--- src/bms_pkg.sv ---
// Shared types, constants and ROM contents for the buzzer melody sequencer.
package bms_pkg;

   // Command codes carried in req_op.
   localparam logic [1:0] OP_TICK = 2'd0;
   localparam logic [1:0] OP_PLAY = 2'd1;
   localparam logic [1:0] OP_TONE = 2'd2;
   localparam logic [1:0] OP_STOP = 2'd3;

   // Configuration register indexes.
   localparam int CSR_INDEX_WIDTH = 1;
   localparam int CSR_DATA_WIDTH  = 24;
   localparam logic [CSR_INDEX_WIDTH-1:0] REG_DURATION_UNIT = 1'd0;
   localparam logic [CSR_INDEX_WIDTH-1:0] REG_TIMER_CLOCK   = 1'd1;

   // Field widths.
   localparam int UNIT_WIDTH        = 8;
   localparam int TIMER_CLOCK_WIDTH = 24;
   localparam int FREQ_WIDTH        = 16;
   localparam int TIME_WIDTH        = 16;
   localparam int PERIOD_WIDTH      = 16;
   localparam int HALF_WIDTH        = 15;
   localparam int MELODY_WIDTH      = 3;
   localparam int POSITION_WIDTH    = 3;
   localparam int NOTE_WIDTH        = 4;
   localparam int DURATION_WIDTH    = 5;

   // Reset values of the configuration registers.
   localparam logic [UNIT_WIDTH-1:0]        DURATION_UNIT_RESET = 8'd10;
   localparam logic [TIMER_CLOCK_WIDTH-1:0] TIMER_CLOCK_RESET   = 24'd1000000;

   // Melody and note table sizes.
   localparam int MELODY_COUNT    = 5;
   localparam int NOTE_TABLE_SIZE = 16;
   localparam int MELODY_PAIRS    = 5;

   // Period clamp limits.
   localparam logic [PERIOD_WIDTH-1:0] PERIOD_MIN = 16'd2;
   localparam logic [PERIOD_WIDTH-1:0] PERIOD_MAX = 16'd65535;

   // One quotient bit per divider step.
   localparam int DIV_STEPS = TIMER_CLOCK_WIDTH;

   typedef struct packed {
      logic [NOTE_WIDTH-1:0]     note;
      logic [DURATION_WIDTH-1:0] duration;
   } pair_type;

   // Controller to datapath commands.
   typedef struct packed {
      logic accept;
      logic div_start;
      logic div_commit;
      logic publish;
   } ctrl_cmd_type;

   // Datapath to controller status.
   typedef struct packed {
      logic need_div;
      logic div_done;
   } ctrl_status_type;

   function automatic logic [FREQ_WIDTH-1:0] note_to_hz(input logic [NOTE_WIDTH-1:0] note);
      logic [FREQ_WIDTH-1:0] freq;
      case (note)
         4'd1:    freq = 16'd262;
         4'd2:    freq = 16'd294;
         4'd3:    freq = 16'd330;
         4'd4:    freq = 16'd349;
         4'd5:    freq = 16'd392;
         4'd6:    freq = 16'd440;
         4'd7:    freq = 16'd494;
         4'd8:    freq = 16'd523;
         4'd9:    freq = 16'd587;
         4'd10:   freq = 16'd659;
         4'd11:   freq = 16'd698;
         4'd12:   freq = 16'd784;
         4'd13:   freq = 16'd880;
         4'd14:   freq = 16'd988;
         4'd15:   freq = 16'd1047;
         default: freq = 16'd0;
      endcase
      return freq;
   endfunction

   function automatic logic [POSITION_WIDTH-1:0] melody_length(
      input logic [MELODY_WIDTH-1:0] sel);
      logic [POSITION_WIDTH-1:0] len;
      case (sel)
         3'd0:    len = 3'd4;
         3'd1:    len = 3'd2;
         3'd2:    len = 3'd3;
         3'd3:    len = 3'd5;
         3'd4:    len = 3'd2;
         default: len = 3'd0;
      endcase
      return len;
   endfunction

   function automatic pair_type melody_pair(input logic [MELODY_WIDTH-1:0] sel,
                                            input logic [POSITION_WIDTH-1:0] pos);
      pair_type pair;
      case ({sel, pos})
         {3'd0, 3'd0}: pair = '{note: 4'd8,  duration: 5'd8};
         {3'd0, 3'd1}: pair = '{note: 4'd10, duration: 5'd8};
         {3'd0, 3'd2}: pair = '{note: 4'd12, duration: 5'd8};
         {3'd0, 3'd3}: pair = '{note: 4'd15, duration: 5'd16};
         {3'd1, 3'd0}: pair = '{note: 4'd12, duration: 5'd6};
         {3'd1, 3'd1}: pair = '{note: 4'd15, duration: 5'd12};
         {3'd2, 3'd0}: pair = '{note: 4'd6,  duration: 5'd10};
         {3'd2, 3'd1}: pair = '{note: 4'd0,  duration: 5'd3};
         {3'd2, 3'd2}: pair = '{note: 4'd4,  duration: 5'd20};
         {3'd3, 3'd0}: pair = '{note: 4'd15, duration: 5'd7};
         {3'd3, 3'd1}: pair = '{note: 4'd0,  duration: 5'd5};
         {3'd3, 3'd2}: pair = '{note: 4'd15, duration: 5'd7};
         {3'd3, 3'd3}: pair = '{note: 4'd0,  duration: 5'd5};
         {3'd3, 3'd4}: pair = '{note: 4'd15, duration: 5'd7};
         {3'd4, 3'd0}: pair = '{note: 4'd13, duration: 5'd5};
         {3'd4, 3'd1}: pair = '{note: 4'd15, duration: 5'd28};
         default:      pair = '{note: 4'd0,  duration: 5'd0};
      endcase
      return pair;
   endfunction

endpackage

--- src/buzzer_melody_sequencer_core.sv ---
// Buzzer melody sequencer: command and tick decoder driving a 50% square-wave tone timer.
// Each request transaction (a 1 ms tick, play, raw tone or stop) yields one response
// transaction with the timer settings and status after that item. An item that
// programs no new tone is loaded into the result register after acceptance. An item
// that programs a nonzero tone first runs the 24-step restoring divider that forms
// timer_clock_hz / frequency for the reload value, then commits the period and loads
// the result register. One item is in work at a time; the next request is accepted
// as soon as the result sits in the output register, even if the consumer has not yet
// taken it. Configuration writes through the csr_ port take effect on the next clock
// and are meant for idle periods.
module buzzer_melody_sequencer_core (
   input  logic                                  clock,
   input  logic                                  reset,
   input  logic                                  csr_write_enable,
   input  logic [bms_pkg::CSR_INDEX_WIDTH-1:0]   csr_index,
   input  logic [bms_pkg::CSR_DATA_WIDTH-1:0]    csr_write_data,
   input  logic                                  req_valid,
   output logic                                  req_ready,
   input  logic [1:0]                            req_op,
   input  logic [bms_pkg::MELODY_WIDTH-1:0]      req_melody_index,
   input  logic [bms_pkg::FREQ_WIDTH-1:0]        req_tone_freq_hz,
   input  logic [bms_pkg::TIME_WIDTH-1:0]        req_tone_duration_ms,
   output logic                                  rsp_valid,
   input  logic                                  rsp_ready,
   output logic                                  rsp_tone_enable,
   output logic [bms_pkg::PERIOD_WIDTH-1:0]      rsp_reload_value,
   output logic [bms_pkg::HALF_WIDTH-1:0]        rsp_compare_value,
   output logic                                  rsp_busy_res,
   output logic                                  rsp_retuned
);

   bms_pkg::ctrl_cmd_type    cmd;
   bms_pkg::ctrl_status_type status;

   bms_controller u_controller (
      .clock     (clock),
      .reset     (reset),
      .req_valid (req_valid),
      .req_ready (req_ready),
      .rsp_valid (rsp_valid),
      .rsp_ready (rsp_ready),
      .status    (status),
      .cmd       (cmd)
   );

   bms_datapath u_datapath (
      .clock                (clock),
      .reset                (reset),
      .csr_write_enable     (csr_write_enable),
      .csr_index            (csr_index),
      .csr_write_data       (csr_write_data),
      .req_op               (req_op),
      .req_melody_index     (req_melody_index),
      .req_tone_freq_hz     (req_tone_freq_hz),
      .req_tone_duration_ms (req_tone_duration_ms),
      .cmd                  (cmd),
      .status               (status),
      .rsp_tone_enable      (rsp_tone_enable),
      .rsp_reload_value     (rsp_reload_value),
      .rsp_compare_value    (rsp_compare_value),
      .rsp_busy_res         (rsp_busy_res),
      .rsp_retuned          (rsp_retuned)
   );

endmodule

--- src/bms_divider.sv ---
// Restoring divider that produces one quotient bit per cycle.
module bms_divider (
   input  logic                                   clock,
   input  logic                                   reset,
   input  logic                                   start,
   input  logic [bms_pkg::TIMER_CLOCK_WIDTH-1:0]  dividend,
   input  logic [bms_pkg::FREQ_WIDTH-1:0]         divisor,
   output logic                                   done,
   output logic [bms_pkg::TIMER_CLOCK_WIDTH-1:0]  quotient
);

   localparam int QW = bms_pkg::TIMER_CLOCK_WIDTH;
   localparam int DW = bms_pkg::FREQ_WIDTH;
   localparam int CW = $clog2(bms_pkg::DIV_STEPS);

   logic          busy_ff, busy_in;
   logic          done_ff, done_in;
   logic [CW-1:0] count_ff, count_in;
   logic [QW-1:0] quot_ff, quot_in;
   logic [DW-1:0] rem_ff, rem_in;
   logic [DW-1:0] divisor_ff, divisor_in;
   logic [DW:0]   trial;
   logic [DW:0]   diff;
   logic          fits;

   always_comb begin
      trial = {rem_ff, quot_ff[QW-1]};
      diff  = trial - {1'b0, divisor_ff};
      fits  = (trial >= {1'b0, divisor_ff});

      busy_in    = busy_ff;
      done_in    = 1'b0;
      count_in   = count_ff;
      quot_in    = quot_ff;
      rem_in     = rem_ff;
      divisor_in = divisor_ff;

      if (start) begin
         busy_in    = 1'b1;
         count_in   = '0;
         quot_in    = dividend;
         rem_in     = '0;
         divisor_in = divisor;
      end else if (busy_ff) begin
         quot_in  = {quot_ff[QW-2:0], fits};
         rem_in   = fits ? diff[DW-1:0] : trial[DW-1:0];
         count_in = count_ff + 1'b1;
         if (count_ff == CW'(bms_pkg::DIV_STEPS - 1)) begin
            busy_in = 1'b0;
            done_in = 1'b1;
         end
      end
   end

   always_ff @(posedge clock) begin
      if (reset) begin
         busy_ff  <= 1'b0;
         done_ff  <= 1'b0;
         count_ff <= '0;
      end else begin
         busy_ff  <= busy_in;
         done_ff  <= done_in;
         count_ff <= count_in;
      end
   end

   always_ff @(posedge clock) begin
      quot_ff    <= quot_in;
      rem_ff     <= rem_in;
      divisor_ff <= divisor_in;
   end

   assign done     = done_ff;
   assign quotient = quot_ff;

endmodule

--- src/bms_datapath.sv ---
// Sequencer state, configuration registers, tone programming and result register.
module bms_datapath (
   input  logic                                  clock,
   input  logic                                  reset,
   input  logic                                  csr_write_enable,
   input  logic [bms_pkg::CSR_INDEX_WIDTH-1:0]   csr_index,
   input  logic [bms_pkg::CSR_DATA_WIDTH-1:0]    csr_write_data,
   input  logic [1:0]                            req_op,
   input  logic [bms_pkg::MELODY_WIDTH-1:0]      req_melody_index,
   input  logic [bms_pkg::FREQ_WIDTH-1:0]        req_tone_freq_hz,
   input  logic [bms_pkg::TIME_WIDTH-1:0]        req_tone_duration_ms,
   input  bms_pkg::ctrl_cmd_type                 cmd,
   output bms_pkg::ctrl_status_type              status,
   output logic                                  rsp_tone_enable,
   output logic [bms_pkg::PERIOD_WIDTH-1:0]      rsp_reload_value,
   output logic [bms_pkg::HALF_WIDTH-1:0]        rsp_compare_value,
   output logic                                  rsp_busy_res,
   output logic                                  rsp_retuned
);

   localparam int TW = bms_pkg::TIME_WIDTH;
   localparam int PW = bms_pkg::PERIOD_WIDTH;

   // Configuration.
   logic [bms_pkg::UNIT_WIDTH-1:0]        duration_unit_ff;
   logic [bms_pkg::TIMER_CLOCK_WIDTH-1:0] timer_clock_ff;

   // Sequencer state.
   logic [bms_pkg::MELODY_WIDTH-1:0]   melody_select_ff, melody_select_in;
   logic [bms_pkg::POSITION_WIDTH-1:0] note_position_ff, note_position_in;
   logic                               active_ff, active_in;
   logic                               sequence_mode_ff, sequence_mode_in;
   logic [TW-1:0]                      time_left_ff, time_left_in;
   logic                               enable_ff, enable_in;
   logic [PW-1:0]                      period_ff, period_in;
   logic [bms_pkg::HALF_WIDTH-1:0]     half_period_ff, half_period_in;
   logic                               retuned_ff, retuned_in;

   // Result register.
   logic                               out_enable_ff;
   logic [PW-1:0]                      out_period_ff;
   logic [bms_pkg::HALF_WIDTH-1:0]     out_half_ff;
   logic                               out_busy_ff;
   logic                               out_retuned_ff;

   // Decode of the current transaction.
   logic [TW-1:0]                      time_dec;
   logic                               play_ok;
   logic [bms_pkg::MELODY_WIDTH-1:0]   adv_sel;
   logic [bms_pkg::POSITION_WIDTH-1:0] adv_pos;
   logic                               adv_seq;
   logic                               adv_end;
   bms_pkg::pair_type                  pair;
   logic [bms_pkg::FREQ_WIDTH-1:0]     adv_freq;
   logic [TW-1:0]                      adv_time;
   logic                               do_advance;
   logic                               start_tone;
   logic [bms_pkg::FREQ_WIDTH-1:0]     tone_freq;

   // Divider and clamp.
   logic                                  div_done;
   logic [bms_pkg::TIMER_CLOCK_WIDTH-1:0] div_quotient;
   logic [PW-1:0]                         period_clamped;

   bms_divider u_divider (
      .clock    (clock),
      .reset    (reset),
      .start    (cmd.div_start),
      .dividend (timer_clock_ff),
      .divisor  (tone_freq),
      .done     (div_done),
      .quotient (div_quotient)
   );

   always_ff @(posedge clock) begin
      if (reset) begin
         duration_unit_ff <= bms_pkg::DURATION_UNIT_RESET;
         timer_clock_ff   <= bms_pkg::TIMER_CLOCK_RESET;
      end else if (csr_write_enable) begin
         unique case (csr_index)
            bms_pkg::REG_DURATION_UNIT:
               duration_unit_ff <= csr_write_data[bms_pkg::UNIT_WIDTH-1:0];
            bms_pkg::REG_TIMER_CLOCK:
               timer_clock_ff <= csr_write_data[bms_pkg::TIMER_CLOCK_WIDTH-1:0];
            default: ;
         endcase
      end
   end

   always_comb begin
      time_dec = (time_left_ff == '0) ? '0 : time_left_ff - 1'b1;
      play_ok  = (32'(req_melody_index) < bms_pkg::MELODY_COUNT);

      // A play restarts the melody from its first pair; a tick continues it.
      adv_sel  = (req_op == bms_pkg::OP_PLAY) ? req_melody_index : melody_select_ff;
      adv_pos  = (req_op == bms_pkg::OP_PLAY) ? '0 : note_position_ff;
      adv_seq  = (req_op == bms_pkg::OP_PLAY) || sequence_mode_ff;
      pair     = bms_pkg::melody_pair(adv_sel, adv_pos);
      adv_end  = !adv_seq || (32'(adv_pos) >= bms_pkg::MELODY_PAIRS)
                 || (adv_pos >= bms_pkg::melody_length(adv_sel));
      adv_freq = (32'(pair.note) < bms_pkg::NOTE_TABLE_SIZE)
                 ? bms_pkg::note_to_hz(pair.note) : '0;
      adv_time = {{(TW - bms_pkg::DURATION_WIDTH){1'b0}}, pair.duration}
                 * {{(TW - bms_pkg::UNIT_WIDTH){1'b0}}, duration_unit_ff};

      melody_select_in = melody_select_ff;
      note_position_in = note_position_ff;
      active_in        = active_ff;
      sequence_mode_in = sequence_mode_ff;
      time_left_in     = time_left_ff;
      enable_in        = enable_ff;
      do_advance       = 1'b0;
      start_tone       = 1'b0;
      tone_freq        = '0;

      case (req_op)
         bms_pkg::OP_TICK: begin
            if (active_ff) begin
               time_left_in = time_dec;
               do_advance   = (time_dec == '0);
            end
         end
         bms_pkg::OP_PLAY: begin
            if (play_ok) begin
               melody_select_in = req_melody_index;
               note_position_in = '0;
               sequence_mode_in = 1'b1;
               active_in        = 1'b1;
               do_advance       = 1'b1;
            end
         end
         bms_pkg::OP_TONE: begin
            start_tone       = 1'b1;
            tone_freq        = req_tone_freq_hz;
            sequence_mode_in = 1'b0;
            note_position_in = '0;
            active_in        = 1'b1;
            time_left_in     = req_tone_duration_ms;
         end
         default: begin
            enable_in = 1'b0;
            active_in = 1'b0;
         end
      endcase

      if (do_advance) begin
         if (adv_end) begin
            enable_in = 1'b0;
            active_in = 1'b0;
         end else begin
            note_position_in = adv_pos + 1'b1;
            time_left_in     = adv_time;
            start_tone       = 1'b1;
            tone_freq        = adv_freq;
         end
      end

      // A zero frequency silences the output and leaves the period registers alone.
      if (start_tone && (tone_freq == '0)) begin
         enable_in = 1'b0;
      end

      status.need_div = start_tone && (tone_freq != '0);
      status.div_done = div_done;
   end

   always_comb begin
      if (div_quotient < {{(bms_pkg::TIMER_CLOCK_WIDTH - PW){1'b0}}, bms_pkg::PERIOD_MIN}) begin
         period_clamped = bms_pkg::PERIOD_MIN;
      end else if (div_quotient
                   > {{(bms_pkg::TIMER_CLOCK_WIDTH - PW){1'b0}}, bms_pkg::PERIOD_MAX}) begin
         period_clamped = bms_pkg::PERIOD_MAX;
      end else begin
         period_clamped = div_quotient[PW-1:0];
      end
      period_in      = period_clamped - 1'b1;
      half_period_in = period_clamped[PW-1:1];
      retuned_in     = cmd.div_commit;
   end

   always_ff @(posedge clock) begin
      if (reset) begin
         melody_select_ff <= '0;
         note_position_ff <= '0;
         active_ff        <= 1'b0;
         sequence_mode_ff <= 1'b0;
         time_left_ff     <= '0;
         enable_ff        <= 1'b0;
         period_ff        <= '0;
         half_period_ff   <= '0;
         retuned_ff       <= 1'b0;
      end else if (cmd.accept) begin
         melody_select_ff <= melody_select_in;
         note_position_ff <= note_position_in;
         active_ff        <= active_in;
         sequence_mode_ff <= sequence_mode_in;
         time_left_ff     <= time_left_in;
         enable_ff        <= enable_in;
         retuned_ff       <= 1'b0;
      end else if (cmd.div_commit) begin
         period_ff      <= period_in;
         half_period_ff <= half_period_in;
         enable_ff      <= 1'b1;
         retuned_ff     <= retuned_in;
      end
   end

   always_ff @(posedge clock) begin
      if (cmd.publish) begin
         out_enable_ff  <= enable_ff;
         out_period_ff  <= period_ff;
         out_half_ff    <= half_period_ff;
         out_busy_ff    <= active_ff;
         out_retuned_ff <= retuned_ff;
      end
   end

   assign rsp_tone_enable   = out_enable_ff;
   assign rsp_reload_value  = out_period_ff;
   assign rsp_compare_value = out_half_ff;
   assign rsp_busy_res      = out_busy_ff;
   assign rsp_retuned       = out_retuned_ff;

endmodule

--- src/bms_controller.sv ---
// Controller state machine: sequences acceptance, division and result hand-off.
module bms_controller (
   input  logic                      clock,
   input  logic                      reset,
   input  logic                      req_valid,
   output logic                      req_ready,
   output logic                      rsp_valid,
   input  logic                      rsp_ready,
   input  bms_pkg::ctrl_status_type  status,
   output bms_pkg::ctrl_cmd_type     cmd
);

   typedef enum logic [2:0] {
      ST_IDLE    = 3'b001,
      ST_DIVIDE  = 3'b010,
      ST_PUBLISH = 3'b100
   } state_type;

   state_type state_ff, state_in;
   logic      rsp_valid_ff, rsp_valid_in;

   always_comb begin
      state_in  = state_ff;
      cmd       = '0;
      req_ready = 1'b0;

      unique case (state_ff)
         ST_IDLE: begin
            req_ready = 1'b1;
            if (req_valid) begin
               cmd.accept = 1'b1;
               if (status.need_div) begin
                  cmd.div_start = 1'b1;
                  state_in      = ST_DIVIDE;
               end else begin
                  state_in = ST_PUBLISH;
               end
            end
         end
         ST_DIVIDE: begin
            if (status.div_done) begin
               cmd.div_commit = 1'b1;
               state_in       = ST_PUBLISH;
            end
         end
         ST_PUBLISH: begin
            // The result register takes a new transaction once the old one has left.
            if (!rsp_valid_ff || rsp_ready) begin
               cmd.publish = 1'b1;
               state_in    = ST_IDLE;
            end
         end
         default: state_in = ST_IDLE;
      endcase

      if (cmd.publish) begin
         rsp_valid_in = 1'b1;
      end else if (rsp_ready) begin
         rsp_valid_in = 1'b0;
      end else begin
         rsp_valid_in = rsp_valid_ff;
      end
   end

   always_ff @(posedge clock) begin
      if (reset) begin
         state_ff     <= ST_IDLE;
         rsp_valid_ff <= 1'b0;
      end else begin
         state_ff     <= state_in;
         rsp_valid_ff <= rsp_valid_in;
      end
   end

   assign rsp_valid = rsp_valid_ff;

endmodule

--- config.mk ---
export PLATFORM = sky130hd
export DESIGN_NAME = buzzer_melody_sequencer_core
export DESIGN_NICKNAME = d
export VERILOG_FILES = /design/src/bms_pkg.sv /design/src/buzzer_melody_sequencer_core.sv /design/src/bms_divider.sv /design/src/bms_datapath.sv /design/src/bms_controller.sv
export SDC_FILE = /design/constraint.sdc
export NUM_CORES = 1
export LEC_CHECK = 0
export ABC_AREA = 1
export BUFFER_PORTS_ARGS = -buffer_cell sky130_fd_sc_hd__buf_2
export CAP_MARGIN = 10
export CELL_PAD_IN_SITES_DETAIL_PLACEMENT = 0
export CELL_PAD_IN_SITES_GLOBAL_PLACEMENT = 1
export CORE_ASPECT_RATIO = 0.7
export CORE_MARGIN = 5
export CORE_UTILIZATION = 42
export CTS_CLUSTER_DIAMETER = 120
export CTS_CLUSTER_SIZE = 10
export DETAILED_ROUTE_END_ITERATION = 16
export PLACE_DENSITY_LB_ADDON = 0.1
export SLEW_MARGIN = 20
export SYNTH_ARGS = -nofsm -noshare
export SYNTH_HDL_FRONTEND = slang
export SYNTH_SLANG_ARGS = --single-unit
--- constraint.sdc ---
create_clock -name clock -period 6.8 [get_ports clock]
set_clock_uncertainty 0.2 [all_clocks]
set_input_delay 1.02 -clock clock [delete_from_list [all_inputs] [get_ports clock]]
set_output_delay 1.02 -clock clock [all_outputs]
set_load 0.005 [all_outputs]
==> results of run 1 <==
## routing by layer
| layer | vias up | GRT usage, % |
|---|---|---|
| li1 | 5140 | - |
| met1 | 4709 | 32.23 |
| met2 | 214 | 29.03 |
| met3 | 17 | 3.246 |
| met4 | 0 | 3.291 |
| met5 | - | 0 |
## cells by family (layout without fill, tap and decap cells)
| family | after synthesis | after routing | synth area share (%) |
|---|---|---|---|
| and+or+nand+nor | 651 | 651 | 24.00 |
| AOI/OAI and AO/OA | 322 | 322 | 16.46 |
| buffers and inverters | 245 | 335 | 8.552 |
| DFF | 190 | 190 | 40.08 |
| adders and majority gates | 72 | 72 | 9.203 |
| xor gates and xnor gates | 22 | 22 | 1.699 |
## worst max-delay path, cell delays in order
cell and delay, ns:
buf_2 0.10, inv_1 0.06, ha_1 0.30, nor2_1 0.20, inv_1 0.20, nor3_2 0.29
a21oi_1 0.18, a31oi_1 0.18, nand2_1 0.24, nor2_1 0.21, fa_1 0.46, fa_1 0.55
inv_1 0.06, fa_1 0.53, inv_1 0.04, ha_1 0.35, a21oi_1 0.22, o21ai_0 0.10
a21oi_1 0.22, nor2_1 0.07, o21ai_0 0.15, nand2_1 0.11, a21oi_1 0.13, o21bai_1 0.09
a21oi_1 0.11, o21ai_0 0.09, nand3_1 0.06, o21ai_0 0.09
## sequential cells by signal, summed over array words and instances (netlist names), 3 cells and up
| signal | cells |
|---|---|
| u_controller.state_ff | 3 |
| u_datapath.duration_unit_ff | 8 |
| u_datapath.half_period_ff | 15 |
| u_datapath.melody_select_ff | 3 |
| u_datapath.note_position_ff | 3 |
| u_datapath.period_ff | 16 |
| u_datapath.rsp_compare_value | 15 |
| u_datapath.rsp_reload_value | 16 |
| u_datapath.time_left_ff | 16 |
| u_datapath.timer_clock_ff | 24 |
| u_datapath.u_divider.count_ff | 5 |
| u_datapath.u_divider.divisor_ff | 16 |
| u_datapath.u_divider.quotient | 24 |
| u_datapath.u_divider.rem_ff | 16 |
## cells in the mapped netlist (8+ instances only)
| master | n |
|---|---|
| nand4_1 | 10 |
| o211ai_1 | 27 |
| o22ai_1 | 14 |
| edfxtp_1 | 74 |
| o21ai_1 | 14 |
| inv_1 | 176 |
| clkbuf_1 | 35 |
| xnor2_1 | 9 |
| o21ai_0 | 115 |
| a221oi_1 | 10 |
| buf_2 | 8 |
| nand2_2 | 11 |
| fa_1 | 19 |
| a21oi_1 | 95 |
| dfxtp_1 | 116 |
| nand2_1 | 341 |
| nand3_1 | 86 |
| nor2_1 | 169 |
| ha_1 | 53 |
| inv_2 | 10 |
| a21oi_2 | 10 |
| a31oi_1 | 12 |
| xor2_1 | 13 |
## power breakdown
group / internal, uW / switching (uW)
Clock: 568 / 477
Combinational: 329 / 611
Sequential: 1300 / 89.7
## path summary, 6_finish.rpt
kind | from | to | slack (ns) | cells past startpoint
min | u_datapath.period_ff[11]$_SDFFE_PP0P_ | u_datapath.rsp_reload_value[11]$_DFFE_PP_ | 0.23 | 0
max | req_op[1] | u_datapath.time_left_ff[12]$_SDFFE_PP0P_ | 0.50 | 28
min reg2reg | u_datapath.period_ff[11]$_SDFFE_PP0P_ | u_datapath.rsp_reload_value[11]$_DFFE_PP_ | 0.23 | 0
max reg2reg | u_datapath.note_position_ff[0]$_SDFFE_PP0P_ | u_datapath.time_left_ff[12]$_SDFFE_PP0P_ | 1.14 | 26
## area by class of cell
| class | count | share of cell area (%) |
|---|---|---|
| clock buffer | 19 | 3.470 |
| clock inverter | 13 | 1.323 |
| inverter | 190 | 5.606 |
| multi-input combinational | 1067 | 45.69 |
| sequential | 190 | 35.60 |
| tap | 364 | 3.568 |
| timing repair buffer | 113 | 4.744 |
## per-stage QoR
step                power [uW]  setup WS [ns]  instances  hold WS, ns  utilization (%)
floorplan                 2115         0.8743       1502       0.2030                -
global placement          2349         0.2369       1924       0.2128            45.61
detailed placement        2353         0.1062       1924       0.2149            45.61
CTS                       3404         0.5588       1956       0.2355            47.90
finish                    3378         0.5000       1956       0.2332            47.90
global route              3602        0.08303       1956       0.2426            47.90
==> flow_metrics.tcl, run 1 <==
set metrics [dict create \
    status "finished clean" \
    cts_num_sinks 190 \
    fin_tns_setup_ns 0 \
    cts_resized 0 \
    tightestPinTransition_ns 1.085 \
    core-area_sq_mm 0.02665 \
    powerDensity_mw_per_mm2 264.6 \
    multi_input_area_sq_mm 0.005833 \
    crit_arrival_ns 6.41 \
    grt_antenna_before_repair 0 \
    postCtsHoldBufs 0 \
    ctsLongestPathBuffers 2 \
    yosysTopAreaCell "dfxtp_1" \
    synthDistinctLibCells 50 \
    port_buffers 102 \
    drive_gt1_share_pct 12.31 \
    syn_inst 1502 \
    wl_met1_um 16480 \
    grt_use_total_pct 20.22 \
    cts_tree "built" \
    pin_count 103 \
    grt_pass1_vias 9429 \
    post-route-drc-count 0 \
    top_layer_used "met4" \
    ys_warn_count 0 \
    ant_nets 0 \
    wl_per_cell_um 15.67 \
    area_growth_pct 12.59 \
    ys_async_sr_fraction_pct 0 \
    seqCellArea_sq_mm 0.004544 \
    setup_violations 0 \
    ys_ff_latch 190 \
    ys_top_cells_by_area "dfxtp_1 (20%), edfxtp_1 (20%), nand2_1 (11%), ha_1 (5.8%), inv_1 (5.8%)" \
    wl_um 30660 \
    min_period_ns 6.300 \
    final_area_sq_mm 0.01277 \
    diodes 0 \
    relSlewSlack_pct 27.37 \
    mostFrequentLayoutCell "nand2_1" \
    placed_cell_area_sq_mm 0.01215 \
    p_leak_uw 0.005843 \
    post_cts_buffers 0 \
    grt-ovfl-total 0 \
    crit_path_start_kind "input pin" \
    finalCritPeriodShare_pct 92.65 \
    path_class "input pin to register" \
    path_clk_slew_ns 0.08 \
    synth_edf_count 74 \
    clock.fmax_ghz 0.1587 \
    final_nets 1718 \
    die-area_sq_mm 0.03043 \
    irDropWorstVdd_v 0.0001797 \
    dp_hpwl_um 23150 \
    synth_top_area_share_pct 20.48 \
    final_hold_viol_count 0 \
    wl_met2_um 12630 \
    yosysSeqAreaShare_pct 40.08 \
    dr.pass1.iters 5 \
    routed-wl-met3_um 1349 \
    h-tree-depth 4 \
    fill_cells 2759 \
    layout_common_cells "nand2_1 (341), inv_1 (176), nor2_1 (168)" \
    grt_pass1_wl_um 49760 \
    synth_nets 1641 \
    gp_congestion 0.8386 \
    grt_max_degree 60 \
    row_count 50 \
    endpoint_kind "register" \
    via_per_inst 5.153 \
    cts_buffers 17 \
    hp-class "register to register" \
    avgSynthCellArea_sq_um 7.549 \
    vias 10080 \
    path_max_fanout 11 \
    drt_iter0_drc 699 \
    critPathRequiredTime_ns 6.91 \
    start_util_pct 42.54 \
    clockRootBuffer "clkbuf_16" \
    syn_area_sq_mm 0.01134 \
    die_h_um 147.5 \
    slew_violations 0 \
    rsz0062_at_grt "false" \
    clk_latency_ns 0.44 \
    maxCapViolations 0 \
    synth_ff_type "dfxtp_1" \
    floorplan.die.width_um 206.4 \
]
(Power assumes the default switching activity.)
==> inputs of run 2 (changes only) <==
clock period = 6 ns   (was 6.8 ns; I/O delays follow)
==> flow_metrics.tcl, run 2 (synthesis results as in run 1) <==
set metrics [dict create \
    post-route-drc-count 0 \
    tightestPinTransition_ns 1.055 \
    pin_count 103 \
    grt_antenna_before_repair 0 \
    drt_iter0_drc 741 \
    path_class "input pin to register" \
    p_clk_share_pct 28.6 \
    diodes 0 \
    path_clk_slew_ns 0.08 \
    finalCoreUtilization_pct 49.00 \
    clockRootBuffer "clkbuf_16" \
    postCtsHoldBufs 0 \
    grt_max_degree 40 \
    grt_use_total_pct 20.87 \
    crit_path_start_kind "input pin" \
    setup_violations 0 \
    gp_congestion 0.8789 \
    wl_um 31060 \
    grt_pass1_vias 9459 \
    ff2ff_path_depth 27 \
    post_cts_buffers 0 \
    p_int_uw 2435 \
    min_to "u_datapath.rsp_reload_value[15]$_DFFE_PP_" \
    dr.pass1.iters 5 \
    swShare_pct 35.30 \
    ctsLongestPathBuffers 2 \
    crit_top_cell "nand2_1" \
    ff2ff_setup_slack_ns 0.92 \
    placed_cell_area_sq_mm 0.01248 \
    dp_hpwl_um 23520 \
    vias 10120 \
    crit-reg2reg-launch "u_datapath.note_position_ff[0]$_SDFFE_PP0P_" \
    die-area_sq_mm 0.03043 \
    min_from "u_datapath.period_ff[15]$_SDFFE_PP0P_" \
    cts_tree "built" \
    row_count 50 \
    pwr-share-comb_pct 29.6 \
    ant_nets 0 \
    core-area_sq_mm 0.02665 \
    reg2reg_to "u_datapath.time_left_ff[12]$_SDFFE_PP0P_" \
    timing.hold.ws_ns 0.2317 \
    relSlewSlack_pct 29.39 \
    final_nets 1763 \
    mostFrequentLayoutCell "nand2_1" \
    path_max_fanout 9 \
    drive_gt1_share_pct 15.03 \
    area_growth_pct 15.16 \
    slew_violations 0 \
    cp_slowest_stage_delay_ns 0.54 \
    irDropWorstVdd_v 0.0001710 \
    maxCapViolations 0 \
    via_per_inst 5.058 \
    cts_num_sinks 190 \
    grt-ovfl-total 0 \
    grt_pass1_wl_um 51180 \
    hp-class "register to register" \
    status "finished clean" \
    p_leak_uw 0.006020 \
    min_path_cells 0 \
    h-tree-depth 4 \
    min_period_ns 5.476 \
    final_hold_viol_count 0 \
    endpoint_kind "register" \
    final_area_sq_mm 0.01306 \
    p_seq_share_pct 41.8 \
    die_h_um 147.5 \
    wl_per_cell_um 15.52 \
    clock.fmax_ghz 0.1826 \
    slowest_stage "fa_1" \
    p_sw_uw 1328 \
    crit_arrival_ns 5.60 \
    finalCritPeriodShare_pct 91.27 \
    floorplan.die.width_um 206.4 \
    clk_latency_ns 0.45 \
    layout_common_cells "nand2_1 (339), inv_1 (176), nor2_1 (164)" \
    cts_buffers 17 \
    p_total_uw 3764 \
    port_buffers 102 \
    critPathRequiredTime_ns 6.12 \
    powerDensity_mw_per_mm2 288.2 \
    start_util_pct 42.54 \
]
-- run 2: changes by cell type in the layout (fill, tap and decap cells not counted), sizes merged --
| cell | previous run | this run |
|---|---|---|
| clkinvlp | 2 | 1 |
| bufinv | 2 | 0 |
| clkinv | 5 | 6 |
| clkbuf | 19 | 22 |
| buf | 113 | 158 |
| inv | 194 | 193 |
-- run 2: routing by layer --
layer  GRT usage (%)  share of wire, %  vias up
li1                -                 -     5240
met1           34.37                54     4631
met2           27.76                40      220
met3           2.895               4.9       30
met4           5.851               1.4        0
met5               0                 0        -
-- run 2: final cells by class --
cell class | count | area [sq um]
fill | 2732 | 13590
sequential | 190 | 4544
inverter | 190 | 715.7
tap | 364 | 455.4
multi-input combinational | 1067 | 5876
clock inverter | 10 | 81.33
clock buffer | 22 | 454.2
timing repair buffer | 158 | 930.9
-- run 2: power groups by stage --
stage / sequential [uW] / clock, uW / combinational, uW
floorplan: 1560 / 0 / 833
global placement: 1600 / 0 / 1100
detailed placement: 1600 / 0 / 1100
CTS: 1570 / 1110 / 1110
global route: 1590 / 1160 / 1280
finish: 1570 / 1080 / 1110
-- run 2: timing repair --
action                                 CTS  global route
endpoints found under the hold margin    0             0
gates resized for setup                  0            11
setup endpoints to repair                0             4
-- run 2: worst max-delay path by stage --
stage	from	endpoint	slack, ns	cells past startpoint
2_1_floorplan	req_op[1]	u_datapath.time_left_ff[12]$_SDFFE_PP0P_	0.19	29
3_3_place_gp	req_op[1]	u_datapath.time_left_ff[12]$_SDFFE_PP0P_	-0.05	31
3_5_place_dp	req_op[1]	u_datapath.time_left_ff[12]$_SDFFE_PP0P_	-0.15	29
4_1_cts	req_op[1]	u_datapath.time_left_ff[12]$_SDFFE_PP0P_	0.31	29
5_1_grt	req_op[1]	u_datapath.time_left_ff[12]$_SDFFE_PP0P_	-0.007	28
6_report	req_op[1]	u_datapath.time_left_ff[12]$_SDFFE_PP0P_	0.52	30
-- run 2: worst max-delay path: cells and delay by family --
family,cells,cell delay (ns)
fa+ha+maj,5,2.04
compound gates,8,1.05
simple gates,10,0.94
buf+inv,7,0.66
-- run 2: through the flow --
stage / setup WS (ns) / setup TNS, ns / std cells
5_1_grt: -0.007234 / -0.007234 / 2001
4_1_cts: 0.3114 / 0 / 2001
3_3_place_gp: -0.05356 / -0.1054 / 1969
3_5_place_dp: -0.1495 / -0.3460 / 1969
6_report: 0.5238 / 0 / 2001
2_1_floorplan: 0.1943 / 0 / 1502
==> inputs of run 3 (changes only) <==
REMOVE_ABC_BUFFERS = 1   (was not set)
==> flow_metrics.tcl, run 3 (synthesis results as in run 1) <==
set metrics [dict create \
    status "finished clean" \
    crit_arrival_ns 5.66 \
    path_max_fanout 7 \
    path_class "input pin to register" \
    h-tree-depth 4 \
    cts_resized 0 \
    path_clk_slew_ns 0.08 \
    floorplan.die.width_um 206.4 \
    pin_count 103 \
    final_hold_viol_count 0 \
    min_period_ns 5.534 \
    tightestPinTransition_ns 1.097 \
    final_nets 1768 \
    cts_tree "built" \
    clk_latency_ns 0.45 \
    layout_common_cells "nand2_1 (339), inv_1 (176), nor2_1 (167)" \
    placed_cell_area_sq_mm 0.01253 \
    slowest_stage "fa_1" \
    drt_iter0_drc 753 \
    ant_nets 0 \
    wl_per_cell_um 16.45 \
    start_util_pct 42.54 \
    slew_violations 0 \
    fin_cells 2006 \
    wl_um 33000 \
    vias 10380 \
    grt_pass1_wl_um 52320 \
    hp-class "register to register" \
    rsz0062_at_grt "false" \
    drive_gt1_share_pct 15.35 \
    postCtsHoldBufs 0 \
    grt_use_total_pct 21.73 \
    core-area_sq_mm 0.02665 \
    row_count 50 \
    mostFrequentLayoutCell "nand2_1" \
    post-place-cells 1974 \
    cts_num_sinks 190 \
    finalCritPeriodShare_pct 92.23 \
    post_cts_buffers 0 \
    fin_tns_setup_ns 0 \
    cp_slowest_stage_delay_ns 0.55 \
    ctsLongestPathBuffers 2 \
    port_buffers 102 \
    via_per_inst 5.172 \
    multi_input_area_sq_mm 0.005858 \
    setup_violations 0 \
    clockRootBuffer "clkbuf_16" \
    die-area_sq_mm 0.03043 \
    clock.fmax_ghz 0.1807 \
    critPathRequiredTime_ns 6.13 \
    area_growth_pct 16.43 \
    dp_hpwl_um 25060 \
    grt_antenna_before_repair 0 \
    gp_congestion 0.9196 \
    dr.pass1.iters 5 \
    maxCapViolations 0 \
    endpoint_kind "register" \
    relSlewSlack_pct 26.60 \
    seqCellArea_sq_mm 0.004544 \
    grt_pass1_vias 9575 \
    p_leak_uw 0.006105 \
    cts_buffers 17 \
    grt-ovfl-total 0 \
    timing.hold.ws_ns 0.2338 \
    irDropWorstVdd_v 0.0002005 \
    diodes 0 \
    post-route-drc-count 0 \
    final_area_sq_mm 0.01320 \
    grt_max_degree 51 \
    fill_cells 2756 \
    crit_path_start_kind "input pin" \
    powerDensity_mw_per_mm2 300.9 \
    die_h_um 147.5 \
]
## run 3: cell count changes in the layout (fill, tap and decap cells not counted), sizes merged
cell | before | now
clkbuf | 22 | 19
clkinv | 6 | 9
buf | 158 | 163
clkinvlp | 1 | 0
inv | 193 | 192
bufinv | 0 | 2
## run 3: report_power, final
part	internal [uW]	switching (uW)
registers	1480	97.4
clock network	664	574
logic	419	742
## run 3: worst paths after layout
path / from / slack, ns / to / depth (start not counted)
worst min register to register: u_datapath.period_ff[12]$_SDFFE_PP0P_ / 0.23 / u_datapath.rsp_reload_value[12]$_DFFE_PP_ / 0
worst max register to register: u_datapath.note_position_ff[0]$_SDFFE_PP0P_ / 0.84 / u_datapath.time_left_ff[12]$_SDFFE_PP0P_ / 27
worst max-delay path: req_op[1] / 0.47 / u_datapath.time_left_ff[12]$_SDFFE_PP0P_ / 29
worst min-delay path: u_datapath.period_ff[12]$_SDFFE_PP0P_ / 0.23 / u_datapath.rsp_reload_value[12]$_DFFE_PP_ / 0
## run 3: stage by stage
stage / utilization, % / total power [uW] / worst slack, ns
2_1_floorplan: - / 2363 / -0.06246
3_3_place_gp: 47.01 / 2739 / -0.1367
3_5_place_dp: 47.01 / 2746 / -0.2194
4_1_cts: 49.44 / 3989 / 0.2587
5_1_grt: 49.54 / 4220 / 0.003968
6_report: 49.54 / 3973 / 0.4663
## run 3: final cells by class
cell class | instances | share of cell area [%]
multi-input cells | 1067 | 44.37
repair buffers | 163 | 7.431
clock buffers | 19 | 3.431
clock inverters | 13 | 1.469
flip-flops and latches | 190 | 34.42
inverters | 190 | 5.421
well taps | 364 | 3.450
## run 3: layer usage
metal / routed length (um) / global-route usage, %
met1: 17240 / 34.62
met2: 12620 / 28.51
met3: 2618 / 5.680
met4: 518 / 5.685
met5: 0 / 0
## run 3: critical path: cells and delay by family
kind	cells	cell delay, ns
AOI/OAI and AO/OA	10	1.32
adders and majority gates	5	2.02
buffers and inverters	6	0.51
and+or+nand+nor	8	0.91
